$ cat config.mk
export PLATFORM = sky130hd
export DESIGN_NAME = hyperspherical_4d_direction_tracker_unit
export DESIGN_NICKNAME = d
export VERILOG_FILES = /design/src/rtl/h4dt_pkg.sv /design/src/rtl/hyperspherical_4d_direction_tracker_unit.sv /design/src/rtl/h4dt_mul.sv /design/src/rtl/h4dt_div.sv /design/src/rtl/h4dt_angle_upd.sv
export SDC_FILE = /design/constraint.sdc
export NUM_CORES = 2
export LEC_CHECK = 0
export BUFFER_PORTS_ARGS = -buffer_cell sky130_fd_sc_hd__buf_4
export CORE_UTILIZATION = 65
export DETAILED_ROUTE_END_ITERATION = 10
export PLACE_DENSITY = 0.87
export REMOVE_ABC_BUFFERS = 1
export SYNTH_ARGS = -nofsm -noshare
export SYNTH_HDL_FRONTEND = slang
export SYNTH_SLANG_ARGS = --single-unit
export TNS_END_PERCENT = 100
$ cat constraint.sdc
create_clock -name clk_i -period 19 [get_ports clk_i]
set_input_delay 0.95 -clock clk_i [delete_from_list [all_inputs] [get_ports clk_i]]
set_output_delay 0.95 -clock clk_i [all_outputs]
set_load 0.01 [all_outputs]
$ cat src/rtl/h4dt_pkg.sv
// Shared constants, types and a helper function of the 4D direction tracker.
package h4dt_pkg;

  // Angle and output fixed-point formats
  localparam int unsigned ANGLE_FRAC_BITS = 6;
  localparam int unsigned OUT_FRAC_BITS   = 14;

  localparam int unsigned ANG_QUARTER = 90 << ANGLE_FRAC_BITS;
  localparam int unsigned ANG_HALF    = 180 << ANGLE_FRAC_BITS;
  localparam int unsigned ANG_FULL    = 360 << ANGLE_FRAC_BITS;

  // Field widths
  localparam int unsigned VAL_W  = 16;
  localparam int unsigned POL_W  = 14;
  localparam int unsigned PHI_W  = 15;
  localparam int unsigned COMP_W = 16;
  localparam int unsigned REM_W  = $clog2(ANG_QUARTER);

  // Q30 arithmetic
  localparam logic [31:0] PI_Q30   = 32'd3373259426;
  localparam logic [31:0] ONE_Q30  = 32'd1073741824;
  localparam int unsigned MAG_W    = 31;
  localparam int unsigned SERIES_TERMS = 10;

  // Final rounding shifts
  localparam int unsigned SH2 = 60 - OUT_FRAC_BITS;
  localparam int unsigned SH1 = 30 - OUT_FRAC_BITS;
  localparam logic [63:0] RND30 = 64'd1 << 29;
  localparam logic [63:0] RND2  = (SH2 == 0) ? 64'd0 : (64'd1 << (SH2 - 1));
  localparam logic [63:0] RND1  = (SH1 == 0) ? 64'd0 : (64'd1 << (SH1 - 1));

  // Shared multiplier and serial divider
  localparam int unsigned MUL_W      = 32;
  localparam int unsigned DIV_W      = 45;
  localparam int unsigned DIVR_W     = 14;
  localparam int unsigned DIV_BITS   = 3;
  localparam int unsigned DIV_ITERS  = DIV_W / DIV_BITS;
  localparam int unsigned DIV_CNT_W  = $clog2(DIV_ITERS);

  typedef struct packed {
    logic [PHI_W-1:0] phi;
    logic [POL_W-1:0] az;
    logic [POL_W-1:0] pol;
  } h4dt_angles_t;

  typedef struct packed {
    logic             neg;
    logic [MAG_W-1:0] mag;
  } h4dt_trig_t;

  typedef struct packed {
    logic              start;
    logic [DIV_W-1:0]  dividend;
    logic [DIVR_W-1:0] divisor;
  } h4dt_div_req_t;

  typedef struct packed {
    logic             done;
    logic [DIV_W-1:0] quot;
  } h4dt_div_rsp_t;

  typedef enum logic [3:0] {
    ST_IDLE,
    ST_XMUL,
    ST_XDIV,
    ST_XWAIT,
    ST_X2MUL,
    ST_X2GET,
    ST_TMUL,
    ST_TDIV,
    ST_TWAIT,
    ST_PSA,
    ST_PT,
    ST_PX,
    ST_PY,
    ST_PZ,
    ST_OUT
  } h4dt_state_e;

  // Series divisor n*(n+1) for term k; n starts at 2 for sine, 1 for cosine
  function automatic logic [8:0] series_div(logic odd, logic [3:0] k);
    logic [4:0] n;
    logic [4:0] n1;
    n  = {k, 1'b0} + (odd ? 5'd2 : 5'd1);
    n1 = n + 5'd1;
    return 9'(n) * 9'(n1);
  endfunction

endpackage

$ cat src/rtl/hyperspherical_4d_direction_tracker_unit.sv
// Top level: 4D direction tracker, angles to Cartesian unit vector.
//
//  channel  dir  transfer when          payload
//  s_axis   in   tvalid & tready        tuser: command; tdata: polar, azimuth, phi values
//  m_axis   out  tvalid & tready        tdata: x, y, z, w, polar, azimuth, phi now
//
// Most of an item's work is done on the shared serial divider: 63 divisions per
// item (one radian scaling and twenty series terms for each of three angles),
// at 3 quotient bits a cycle, each after a product on the shared 32x32 multiplier.
// Reset leaves polar at 0 and azimuth and phi at 90 degrees; no clearing pass.
// Input is taken only while the sequencer is idle. A finished result sits in the
// output register, so a new item may be taken while it waits; a second result
// then stalls the sequencer until the first one has been transferred.
module hyperspherical_4d_direction_tracker_unit (
  input  logic         clk_i,
  input  logic         rst_ni,
  input  logic         s_axis_tvalid,
  output logic         s_axis_tready,
  // [15:0] polar_value, [31:16] azimuth_value, [47:32] phi_value
  input  logic [47:0]  s_axis_tdata,
  // [0] command
  input  logic [0:0]   s_axis_tuser,
  output logic         m_axis_tvalid,
  input  logic         m_axis_tready,
  // [15:0] comp_x, [31:16] comp_y, [47:32] comp_z, [63:48] comp_w,
  // [77:64] polar_now, [91:78] azimuth_now, [106:92] phi_now, [111:107] zero
  output logic [111:0] m_axis_tdata
);
  import h4dt_pkg::*;

  localparam logic [3:0] K_LAST = 4'(SERIES_TERMS - 1);

  // signed component from an unsigned product, rounded half up in magnitude
  function automatic logic [COMP_W-1:0] to_comp(logic [63:0] p, logic neg);
    logic [63:0]       m;
    logic [COMP_W-1:0] v;
    m = (p + RND2) >> SH2;
    v = m[COMP_W-1:0];
    return neg ? (COMP_W'(0) - v) : v;
  endfunction

  h4dt_state_e state_q, state_d;

  h4dt_angles_t ang_q, ang_d, ang_new;
  logic [1:0]   idx_q, idx_d;          // 0 polar, 1 azimuth, 2 phi
  logic [3:0]   k_q, k_d;              // series term
  logic         odd_q, odd_d;          // sine series when set
  logic [31:0]  x_q, x_d;              // remainder in radians, Q30
  logic [31:0]  x2_q, x2_d;
  logic [31:0]  term_q, term_d;
  logic signed [34:0] sum_q, sum_d;
  logic [MAG_W-1:0]   sv_q, sv_d;      // sine series result of this angle
  logic [31:0]  t_q, t_d;              // sin(phi) * sin(azimuth)
  logic [COMP_W-1:0]  cx_q, cx_d, cy_q, cy_d;
  h4dt_trig_t   sin_q [3];
  h4dt_trig_t   sin_d [3];
  h4dt_trig_t   cos_q [3];
  h4dt_trig_t   cos_d [3];

  logic                          out_valid_q, out_valid_d;
  logic [3:0][COMP_W-1:0]        out_comp_q, out_comp_d;
  h4dt_angles_t                  out_ang_q, out_ang_d;

  logic [MUL_W-1:0]   mul_a, mul_b;
  logic [2*MUL_W-1:0] prod;
  h4dt_div_req_t      div_req;
  h4dt_div_rsp_t      div_rsp;

  logic [PHI_W-1:0]   ang_cur;
  logic [1:0]         quad_cur;
  logic [REM_W-1:0]   rem_cur;
  logic signed [34:0] sum_acc;
  logic [MAG_W-1:0]   sum_clamp;
  logic [63:0]        w_round;

  h4dt_angle_upd u_angle_upd (
    .cmd_i     (s_axis_tuser[0]),
    .pol_val_i ($signed(s_axis_tdata[15:0])),
    .az_val_i  ($signed(s_axis_tdata[31:16])),
    .phi_val_i ($signed(s_axis_tdata[47:32])),
    .cur_i     (ang_q),
    .nxt_o     (ang_new)
  );

  h4dt_mul u_mul (
    .clk_i (clk_i),
    .a_i   (mul_a),
    .b_i   (mul_b),
    .p_o   (prod)
  );

  h4dt_div u_div (
    .clk_i  (clk_i),
    .rst_ni (rst_ni),
    .req_i  (div_req),
    .rsp_o  (div_rsp)
  );

  // angle under work, split into quadrant and remainder
  always_comb begin
    unique case (idx_q)
      2'd0:    ang_cur = PHI_W'(ang_q.pol);
      2'd1:    ang_cur = PHI_W'(ang_q.az);
      default: ang_cur = ang_q.phi;
    endcase
    priority if (ang_cur >= PHI_W'(3 * ANG_QUARTER)) begin
      quad_cur = 2'd3;
      rem_cur  = REM_W'(ang_cur - PHI_W'(3 * ANG_QUARTER));
    end else if (ang_cur >= PHI_W'(2 * ANG_QUARTER)) begin
      quad_cur = 2'd2;
      rem_cur  = REM_W'(ang_cur - PHI_W'(2 * ANG_QUARTER));
    end else if (ang_cur >= PHI_W'(ANG_QUARTER)) begin
      quad_cur = 2'd1;
      rem_cur  = REM_W'(ang_cur - PHI_W'(ANG_QUARTER));
    end else begin
      quad_cur = 2'd0;
      rem_cur  = REM_W'(ang_cur);
    end
  end

  // series accumulation: terms alternate, first correction subtracts
  always_comb begin
    if (k_q[0]) begin
      sum_acc = sum_q + $signed({3'b0, div_rsp.quot[31:0]});
    end else begin
      sum_acc = sum_q - $signed({3'b0, div_rsp.quot[31:0]});
    end
    if (sum_acc < 0) begin
      sum_clamp = '0;
    end else if (sum_acc > $signed({3'b0, ONE_Q30})) begin
      sum_clamp = MAG_W'(ONE_Q30);
    end else begin
      sum_clamp = sum_acc[MAG_W-1:0];
    end
  end

  assign w_round = (64'(cos_q[2].mag) + RND1) >> SH1;

  always_comb begin
    state_d     = state_q;
    ang_d       = ang_q;
    idx_d       = idx_q;
    k_d         = k_q;
    odd_d       = odd_q;
    x_d         = x_q;
    x2_d        = x2_q;
    term_d      = term_q;
    sum_d       = sum_q;
    sv_d        = sv_q;
    t_d         = t_q;
    cx_d        = cx_q;
    cy_d        = cy_q;
    sin_d       = sin_q;
    cos_d       = cos_q;
    out_valid_d = out_valid_q;
    out_comp_d  = out_comp_q;
    out_ang_d   = out_ang_q;
    mul_a       = '0;
    mul_b       = '0;
    div_req     = '0;

    if (out_valid_q && m_axis_tready) begin
      out_valid_d = 1'b0;
    end

    unique case (state_q)
      ST_IDLE: begin
        if (s_axis_tvalid) begin
          ang_d   = ang_new;
          idx_d   = 2'd0;
          state_d = ST_XMUL;
        end
      end
      // x = round(r * pi / 180 deg) in Q30
      ST_XMUL: begin
        mul_a   = MUL_W'(rem_cur);
        mul_b   = PI_Q30;
        state_d = ST_XDIV;
      end
      ST_XDIV: begin
        div_req.start    = 1'b1;
        div_req.dividend = prod[DIV_W-1:0] + DIV_W'(ANG_HALF / 2);
        div_req.divisor  = DIVR_W'(ANG_HALF);
        state_d          = ST_XWAIT;
      end
      ST_XWAIT: begin
        if (div_rsp.done) begin
          x_d     = div_rsp.quot[31:0];
          state_d = ST_X2MUL;
        end
      end
      ST_X2MUL: begin
        mul_a   = x_q;
        mul_b   = x_q;
        state_d = ST_X2GET;
      end
      ST_X2GET: begin
        x2_d    = prod[61:30];
        term_d  = x_q;
        sum_d   = $signed({3'b0, x_q});
        odd_d   = 1'b1;
        k_d     = '0;
        state_d = ST_TMUL;
      end
      ST_TMUL: begin
        mul_a   = term_q;
        mul_b   = x2_q;
        state_d = ST_TDIV;
      end
      ST_TDIV: begin
        div_req.start    = 1'b1;
        div_req.dividend = DIV_W'(prod[62:30]);
        div_req.divisor  = DIVR_W'(series_div(odd_q, k_q));
        state_d          = ST_TWAIT;
      end
      ST_TWAIT: begin
        if (div_rsp.done) begin
          term_d = div_rsp.quot[31:0];
          sum_d  = sum_acc;
          if (k_q == K_LAST) begin
            if (odd_q) begin
              // sine done, restart for cosine
              sv_d    = sum_clamp;
              odd_d   = 1'b0;
              term_d  = ONE_Q30;
              sum_d   = $signed({3'b0, ONE_Q30});
              k_d     = '0;
              state_d = ST_TMUL;
            end else begin
              // quadrant symmetry
              unique case (quad_cur)
                2'd0: begin
                  sin_d[idx_q] = '{neg: 1'b0, mag: sv_q};
                  cos_d[idx_q] = '{neg: 1'b0, mag: sum_clamp};
                end
                2'd1: begin
                  sin_d[idx_q] = '{neg: 1'b0, mag: sum_clamp};
                  cos_d[idx_q] = '{neg: 1'b1, mag: sv_q};
                end
                2'd2: begin
                  sin_d[idx_q] = '{neg: 1'b1, mag: sv_q};
                  cos_d[idx_q] = '{neg: 1'b1, mag: sum_clamp};
                end
                default: begin
                  sin_d[idx_q] = '{neg: 1'b1, mag: sum_clamp};
                  cos_d[idx_q] = '{neg: 1'b0, mag: sv_q};
                end
              endcase
              if (idx_q == 2'd2) begin
                state_d = ST_PSA;
              end else begin
                idx_d   = idx_q + 2'd1;
                state_d = ST_XMUL;
              end
            end
          end else begin
            k_d     = k_q + 4'd1;
            state_d = ST_TMUL;
          end
        end
      end
      // products; sin_q/cos_q index 0 polar, 1 azimuth, 2 phi
      ST_PSA: begin
        mul_a   = MUL_W'(sin_q[2].mag);
        mul_b   = MUL_W'(sin_q[1].mag);
        state_d = ST_PT;
      end
      ST_PT: begin
        t_d     = 32'((prod + RND30) >> 30);
        state_d = ST_PX;
      end
      ST_PX: begin
        mul_a   = t_q;
        mul_b   = MUL_W'(sin_q[0].mag);
        state_d = ST_PY;
      end
      ST_PY: begin
        cx_d    = to_comp(prod, sin_q[2].neg ^ sin_q[1].neg ^ sin_q[0].neg);
        mul_a   = t_q;
        mul_b   = MUL_W'(cos_q[0].mag);
        state_d = ST_PZ;
      end
      ST_PZ: begin
        cy_d    = to_comp(prod, sin_q[2].neg ^ sin_q[1].neg ^ cos_q[0].neg);
        mul_a   = MUL_W'(sin_q[2].mag);
        mul_b   = MUL_W'(cos_q[1].mag);
        state_d = ST_OUT;
      end
      // operands held so the z product stays put while the output waits
      ST_OUT: begin
        mul_a = MUL_W'(sin_q[2].mag);
        mul_b = MUL_W'(cos_q[1].mag);
        if (!out_valid_q || m_axis_tready) begin
          out_comp_d[0] = cx_q;
          out_comp_d[1] = cy_q;
          out_comp_d[2] = to_comp(prod, sin_q[2].neg ^ cos_q[1].neg);
          out_comp_d[3] = cos_q[2].neg ? (COMP_W'(0) - w_round[COMP_W-1:0])
                                       : w_round[COMP_W-1:0];
          out_ang_d     = ang_q;
          out_valid_d   = 1'b1;
          state_d       = ST_IDLE;
        end
      end
      default: begin
        state_d = ST_IDLE;
      end
    endcase
  end

  always_ff @(posedge clk_i or negedge rst_ni) begin
    if (!rst_ni) begin
      state_q     <= ST_IDLE;
      out_valid_q <= 1'b0;
      ang_q.pol   <= '0;
      ang_q.az    <= POL_W'(ANG_QUARTER);
      ang_q.phi   <= PHI_W'(ANG_QUARTER);
      idx_q       <= '0;
      k_q         <= '0;
      odd_q       <= 1'b0;
    end else begin
      state_q     <= state_d;
      out_valid_q <= out_valid_d;
      ang_q       <= ang_d;
      idx_q       <= idx_d;
      k_q         <= k_d;
      odd_q       <= odd_d;
    end
  end

  always_ff @(posedge clk_i) begin
    x_q        <= x_d;
    x2_q       <= x2_d;
    term_q     <= term_d;
    sum_q      <= sum_d;
    sv_q       <= sv_d;
    t_q        <= t_d;
    cx_q       <= cx_d;
    cy_q       <= cy_d;
    sin_q      <= sin_d;
    cos_q      <= cos_d;
    out_comp_q <= out_comp_d;
    out_ang_q  <= out_ang_d;
  end

  assign s_axis_tready = (state_q == ST_IDLE);
  assign m_axis_tvalid = out_valid_q;
  assign m_axis_tdata  = {5'b0, out_ang_q.phi, out_ang_q.az, out_ang_q.pol,
                          out_comp_q[3], out_comp_q[2], out_comp_q[1], out_comp_q[0]};

endmodule

$ cat src/rtl/h4dt_mul.sv
// Shared unsigned 32x32 multiplier with registered product.
module h4dt_mul (
  input  logic                           clk_i,
  input  logic [h4dt_pkg::MUL_W-1:0]     a_i,
  input  logic [h4dt_pkg::MUL_W-1:0]     b_i,
  output logic [2*h4dt_pkg::MUL_W-1:0]   p_o
);
  import h4dt_pkg::*;

  logic [2*MUL_W-1:0] p_q;

  always_ff @(posedge clk_i) begin
    p_q <= (2*MUL_W)'(a_i) * (2*MUL_W)'(b_i);
  end

  assign p_o = p_q;

endmodule

$ cat src/rtl/h4dt_div.sv
// Serial restoring divider, DIV_BITS quotient bits per cycle while it runs.
module h4dt_div (
  input  logic                    clk_i,
  input  logic                    rst_ni,
  input  h4dt_pkg::h4dt_div_req_t req_i,
  output h4dt_pkg::h4dt_div_rsp_t rsp_o
);
  import h4dt_pkg::*;

  logic [DIV_W-1:0]     work_q, work_d;
  logic [DIVR_W-1:0]    rem_q, rem_d;
  logic [DIVR_W-1:0]    dvs_q;
  logic [DIV_CNT_W-1:0] cnt_q;
  logic                 run_q;
  logic                 done_q;
  logic                 last;

  assign last = (cnt_q == DIV_CNT_W'(DIV_ITERS - 1));

  // shift in DIV_BITS dividend bits one at a time, subtract divisor when it fits
  always_comb begin
    logic [DIVR_W:0] sh;
    work_d = work_q;
    rem_d  = rem_q;
    for (int j = 0; j < DIV_BITS; j++) begin
      sh     = {rem_d, work_d[DIV_W-1]};
      work_d = {work_d[DIV_W-2:0], 1'b0};
      if (sh >= {1'b0, dvs_q}) begin
        sh        = sh - {1'b0, dvs_q};
        work_d[0] = 1'b1;
      end
      rem_d = sh[DIVR_W-1:0];
    end
  end

  always_ff @(posedge clk_i or negedge rst_ni) begin
    if (!rst_ni) begin
      run_q  <= 1'b0;
      done_q <= 1'b0;
      cnt_q  <= '0;
    end else begin
      done_q <= run_q && last;
      if (req_i.start) begin
        run_q <= 1'b1;
        cnt_q <= '0;
      end else if (run_q) begin
        cnt_q <= cnt_q + DIV_CNT_W'(1);
        if (last) begin
          run_q <= 1'b0;
        end
      end
    end
  end

  always_ff @(posedge clk_i) begin
    if (req_i.start) begin
      work_q <= req_i.dividend;
      rem_q  <= '0;
      dvs_q  <= req_i.divisor;
    end else if (run_q) begin
      work_q <= work_d;
      rem_q  <= rem_d;
    end
  end

  assign rsp_o.done = done_q;
  assign rsp_o.quot = work_q;

endmodule

$ cat src/rtl/h4dt_angle_upd.sv
// Angle update: set or add deltas, clamp polar/azimuth, wrap phi.
module h4dt_angle_upd (
  input  logic                                cmd_i,
  input  logic signed [h4dt_pkg::VAL_W-1:0]   pol_val_i,
  input  logic signed [h4dt_pkg::VAL_W-1:0]   az_val_i,
  input  logic signed [h4dt_pkg::VAL_W-1:0]   phi_val_i,
  input  h4dt_pkg::h4dt_angles_t              cur_i,
  output h4dt_pkg::h4dt_angles_t              nxt_o
);
  import h4dt_pkg::*;

  localparam logic signed [17:0] HALF_S  = 18'(ANG_HALF);
  localparam logic signed [17:0] FULL_S  = 18'(ANG_FULL);
  localparam logic signed [17:0] FULL2_S = 18'(2 * ANG_FULL);

  function automatic logic [POL_W-1:0] clamp_half(logic signed [17:0] v);
    logic [POL_W-1:0] r;
    if (v < 0) begin
      r = '0;
    end else if (v > HALF_S) begin
      r = POL_W'(ANG_HALF);
    end else begin
      r = v[POL_W-1:0];
    end
    return r;
  endfunction

  logic signed [17:0] pol_v, az_v, phi_v, phi_t;

  always_comb begin
    if (cmd_i) begin
      pol_v = 18'(pol_val_i);
      az_v  = 18'(az_val_i);
      phi_v = 18'(phi_val_i);
    end else begin
      pol_v = $signed({4'b0, cur_i.pol}) + 18'(pol_val_i);
      az_v  = $signed({4'b0, cur_i.az}) + 18'(az_val_i);
      phi_v = $signed({3'b0, cur_i.phi}) + 18'(phi_val_i);
    end

    // at most two turns off in either direction
    phi_t = phi_v;
    if (phi_v < 0) begin
      phi_t = phi_v + FULL_S;
      if (phi_t < 0) begin
        phi_t = phi_t + FULL_S;
      end
    end else if (phi_v >= FULL2_S) begin
      phi_t = phi_v - FULL2_S;
    end else if (phi_v >= FULL_S) begin
      phi_t = phi_v - FULL_S;
    end

    nxt_o.pol = clamp_half(pol_v);
    nxt_o.az  = clamp_half(az_v);
    nxt_o.phi = phi_t[PHI_W-1:0];
  end

endmodule

==> run summary <==
The run finished, with violations left. The final reports fail on capacitance limit, slew limit. Tracing the worst setup path back leads to its startpoint at idx_q[1]. The post-detailed-route DRC marker count came out at 0. The worst hold margin came out at 0.378 ns. The mean post-synth cell area came out at 9.34 um^2. The worst register-to-register path has a depth of 40.

Summing the sequential cell areas from Yosys gives 27.8% of the chip area. Among all cell types in the netlist, the one instantiated most often is nand2_1. The clock period minus final worst setup slack is 13.85 ns.

The number of instances in the synthesized netlist came out at 7,711. The wire length reported by the detailed router is 234,000 um. The part of the cycle the worst path needs came out at 72.9%. Setup repair after global routing left no endpoint under its margin. The sequential cell area in the final layout is 0.0200 mm^2. After synthesis, the most frequently instantiated cells are 1,124 x nand2_1, 1,099 x inv_1, 907 x fa_1, 704 x nor2_1, 564 x edfxtp_1. In the final routed layout, each cell accounts on average for 25.4 um. The share of synthesized area in the top cell type comes to 25.2%. The hold violation count in the final report is 0. The category of cells accounting for the largest share of critical-path delay is adder cells. In this run the core area contains 121 standard-cell rows.

The worst endpoint required time is 19.59 ns. The number of antenna violations at the first check in global routing came to 8. The setup clock skew after layout is 0.0354 ns. Once routing completed, OpenROAD measured the worst setup slack at 5.15 ns. After synthesis, the cell types taking the most area are fa_1 25%, edfxtp_1 24%, ha_1 7.2%. The via count of the first global-routing pass came out at 61,844.

The worst register-to-register path begins at idx_q[1]. The H-tree level count came out at 3. The multi-input combinational cells in the finished layout cover a total of 0.0466 mm^2.

The highest attainable clock frequency is 72.2 MHz. The critical path in this run is classified as flip-flop to flip-flop. The total number of yosys warnings is 0. Among all flip-flop cells after synthesis, the most frequent one is edfxtp_1. The final net count is 9,047. The clock transition at the register clock pins on the worst setup and hold paths after CTS came out at 0.06 ns. The number of buffers inserted by port buffering came out at 161. The worst setup timing slack at the placement stage is 5.87 ns. The worst setup path is captured at a flip-flop. The number of DRC markers after the initial detailed-route iteration is 8,371. The congestion estimate from routability-driven global placement came to 1.02. The post-CTS repair timing setup buffer count came out at 0. The initial utilization of the core area, before any placement, comes to 65.9%. The total I/O pin count is 167. The largest individual stage delay along the critical path comes from the cell a221o_1.

The remaining number of nets flagged by the antenna check after routing is 0. The TritonCTS buffer count is 76. The root buffer cell chosen for the clock tree is clkbuf_16. The number of optimization iterations in the first detailed-route pass is 9.

The total die area came out at 0.112 mm^2. The async set or reset register ratio after synthesis came out at 8.69%. The count of state elements after synthesis came out at 702. The critical path crosses 40 cells after its start point. The x dimension of the die is 335 um. Entering global routing, the biggest net connects 178 pins. The number of cells upsized or downsized after cts is 0. In this run the worst hold path is classified as primary input to async pin. The first-pass GRT wire length came out at 356,000 um. The critical path contains buffers and inverters numbering 8 combined. The routed via count came out at 60,692. The number of buffers added to fix hold violations after cts is 0. The average vias per placed instance is 6.59.

The cell repeated most along the worst path is inv_1. The clock latency of the later-clocked register in the worst-skew pair came out at 0.68 ns. The buffer depth of the longest clock path is 3. The ratio of cells with drive above 1 in the final layout is 6.80%. The synthesis-to-layout area growth is 7.30%. The synthesized design contains 564 enable-type register cells. The count of fill cells added during filler insertion is 7,831. Summed over all layers, the global routing overflow is 0.

The all-layer global routing usage is 42.0%. The post-synthesis instance area is 0.0721 mm^2. The stage delay of the slowest cell on the critical path is 1.06 ns. The number of max-slew violations in the final report came out at 7. The worst slew margin relative to its limit is -5.81%. The number of violations of the max-capacitance limit is 1. The clock sink count is 702. The half-perimeter wire length after detailed placement came out at 170,000 um. The number of library cell types mapped by synthesis came out at 103. Along the worst path, the maximum fanout reaches 84. The worst-margin pin slew is 1.59 ns. The leading area contributor after synthesis is fa_1. The worst path arrival time came out at 14.44 ns. The floorplan step set the die height to 335 um. The CTS tree is yes. In this run the standard cell core region covers 0.109 mm^2. Setup violations remaining at the end of the flow were counted as 0. The worst setup path is launched from a flip-flop. After routing, the total negative slack on setup checks comes to 0 ns.
[cells by family (layout without fill, tap and decap cells)]
group	after synthesis	in the layout	synth area share, %
other	1	8	0.00520
multiplexers	56	56	0.807
AND/OR/NAND/NOR	2427	2427	14.7
buffers and inverters	1510	1528	7.94
adder cells (fa/ha/maj)	1324	1324	32.4
AO/OA/AOI/OAI	1346	1346	12.2
flip-flops	702	702	27.8
XOR/XNOR	345	345	4.19
[layer usage]
metal | GRT usage (%) | wire (um) | up-vias
li1 | - | - | 25425
met1 | 50.4 | 77800 | 29469
met2 | 63.9 | 103000 | 4566
met3 | 14.2 | 33500 | 1224
met4 | 29.0 | 20000 | 8
met5 | 0 | 55 | -
[flip-flops by register name, indices dropped and copies added, names as in the netlist, 4 cells and up]
register	flops
u_div.dvs_q	9
ang_q	43
sv_q	31
u_div.work_q	45
cos_q	81
x2_q	32
m_axis_tdata	107
u_div.cnt_q	4
x_q	32
term_q	32
state_q	4
t_q	32
u_div.rem_q	14
sum_q	35
cx_q	16
cy_q	16
u_mul.p_o	63
k_q	4
sin_q	96
[metrics by stage]
step	cell area [um^2]	util, %	cells
after floorplan	70500	-	7308
after global placement	74800	68.4	9068
after detailed placement	74800	68.4	9068
after CTS	77300	70.7	9209
after global routing	77300	70.7	9209
final	77300	70.7	9212
[cell type report]
cell class	count	area share (%)
antenna	3	0.00971
sequential	702	25.9
tap	1476	2.39
multi-input combinational	5503	60.3
inverter	1103	5.35
clock inverter	35	0.518
clock buffer	106	2.77
timing repair buffer	284	2.77
[cells in the final DEF (no fill, tap or decap), types with 40 or more instances in the layout]
| cell | synthesis | routed |
|---|---|---|
| nor4_1 | 57 | 57 |
| edfxtp_1 | 564 | 564 |
| and3_1 | 69 | 69 |
| nor2_1 | 704 | 691 |
| a21oi_1 | 454 | 452 |
| a31oi_1 | 40 | 40 |
| inv_1 | 1099 | 1097 |
| o21ai_0 | 277 | 277 |
| buf_4 | 6 | 283 |
| nand3_1 | 109 | 108 |
| dfrtp_1 | 53 | 53 |
| fa_1 | 907 | 907 |
| xnor2_1 | 213 | 211 |
| and2_1 | 54 | 54 |
| nand4_1 | 61 | 61 |
| xor2_1 | 132 | 131 |
| a22oi_1 | 75 | 75 |
| nand2b_1 | 42 | 42 |
| clkbuf_16 | 0 | 76 |
| dfxtp_1 | 77 | 77 |
| a21o_1 | 81 | 80 |
| nor3_1 | 61 | 59 |
| nand2_1 | 1124 | 1121 |
| ha_1 | 417 | 414 |
[path summary, 6_finish.rpt]
kind / to / slack (ns)
worst max-delay path: u_mul.p_o[57] / 5.15
worst min-delay path: ang_q[12] / 0.38
worst max register to register: u_mul.p_o[57] / 5.15
worst min register to register: m_axis_tdata[9] / 0.41
max in group asynchronous: idx_q[0] / 18.03
min in group clk_i: m_axis_tdata[9] / 0.41
Power is not shown: default switching activity piles up to over one toggle a cycle in this logic, so the estimate is an artifact.
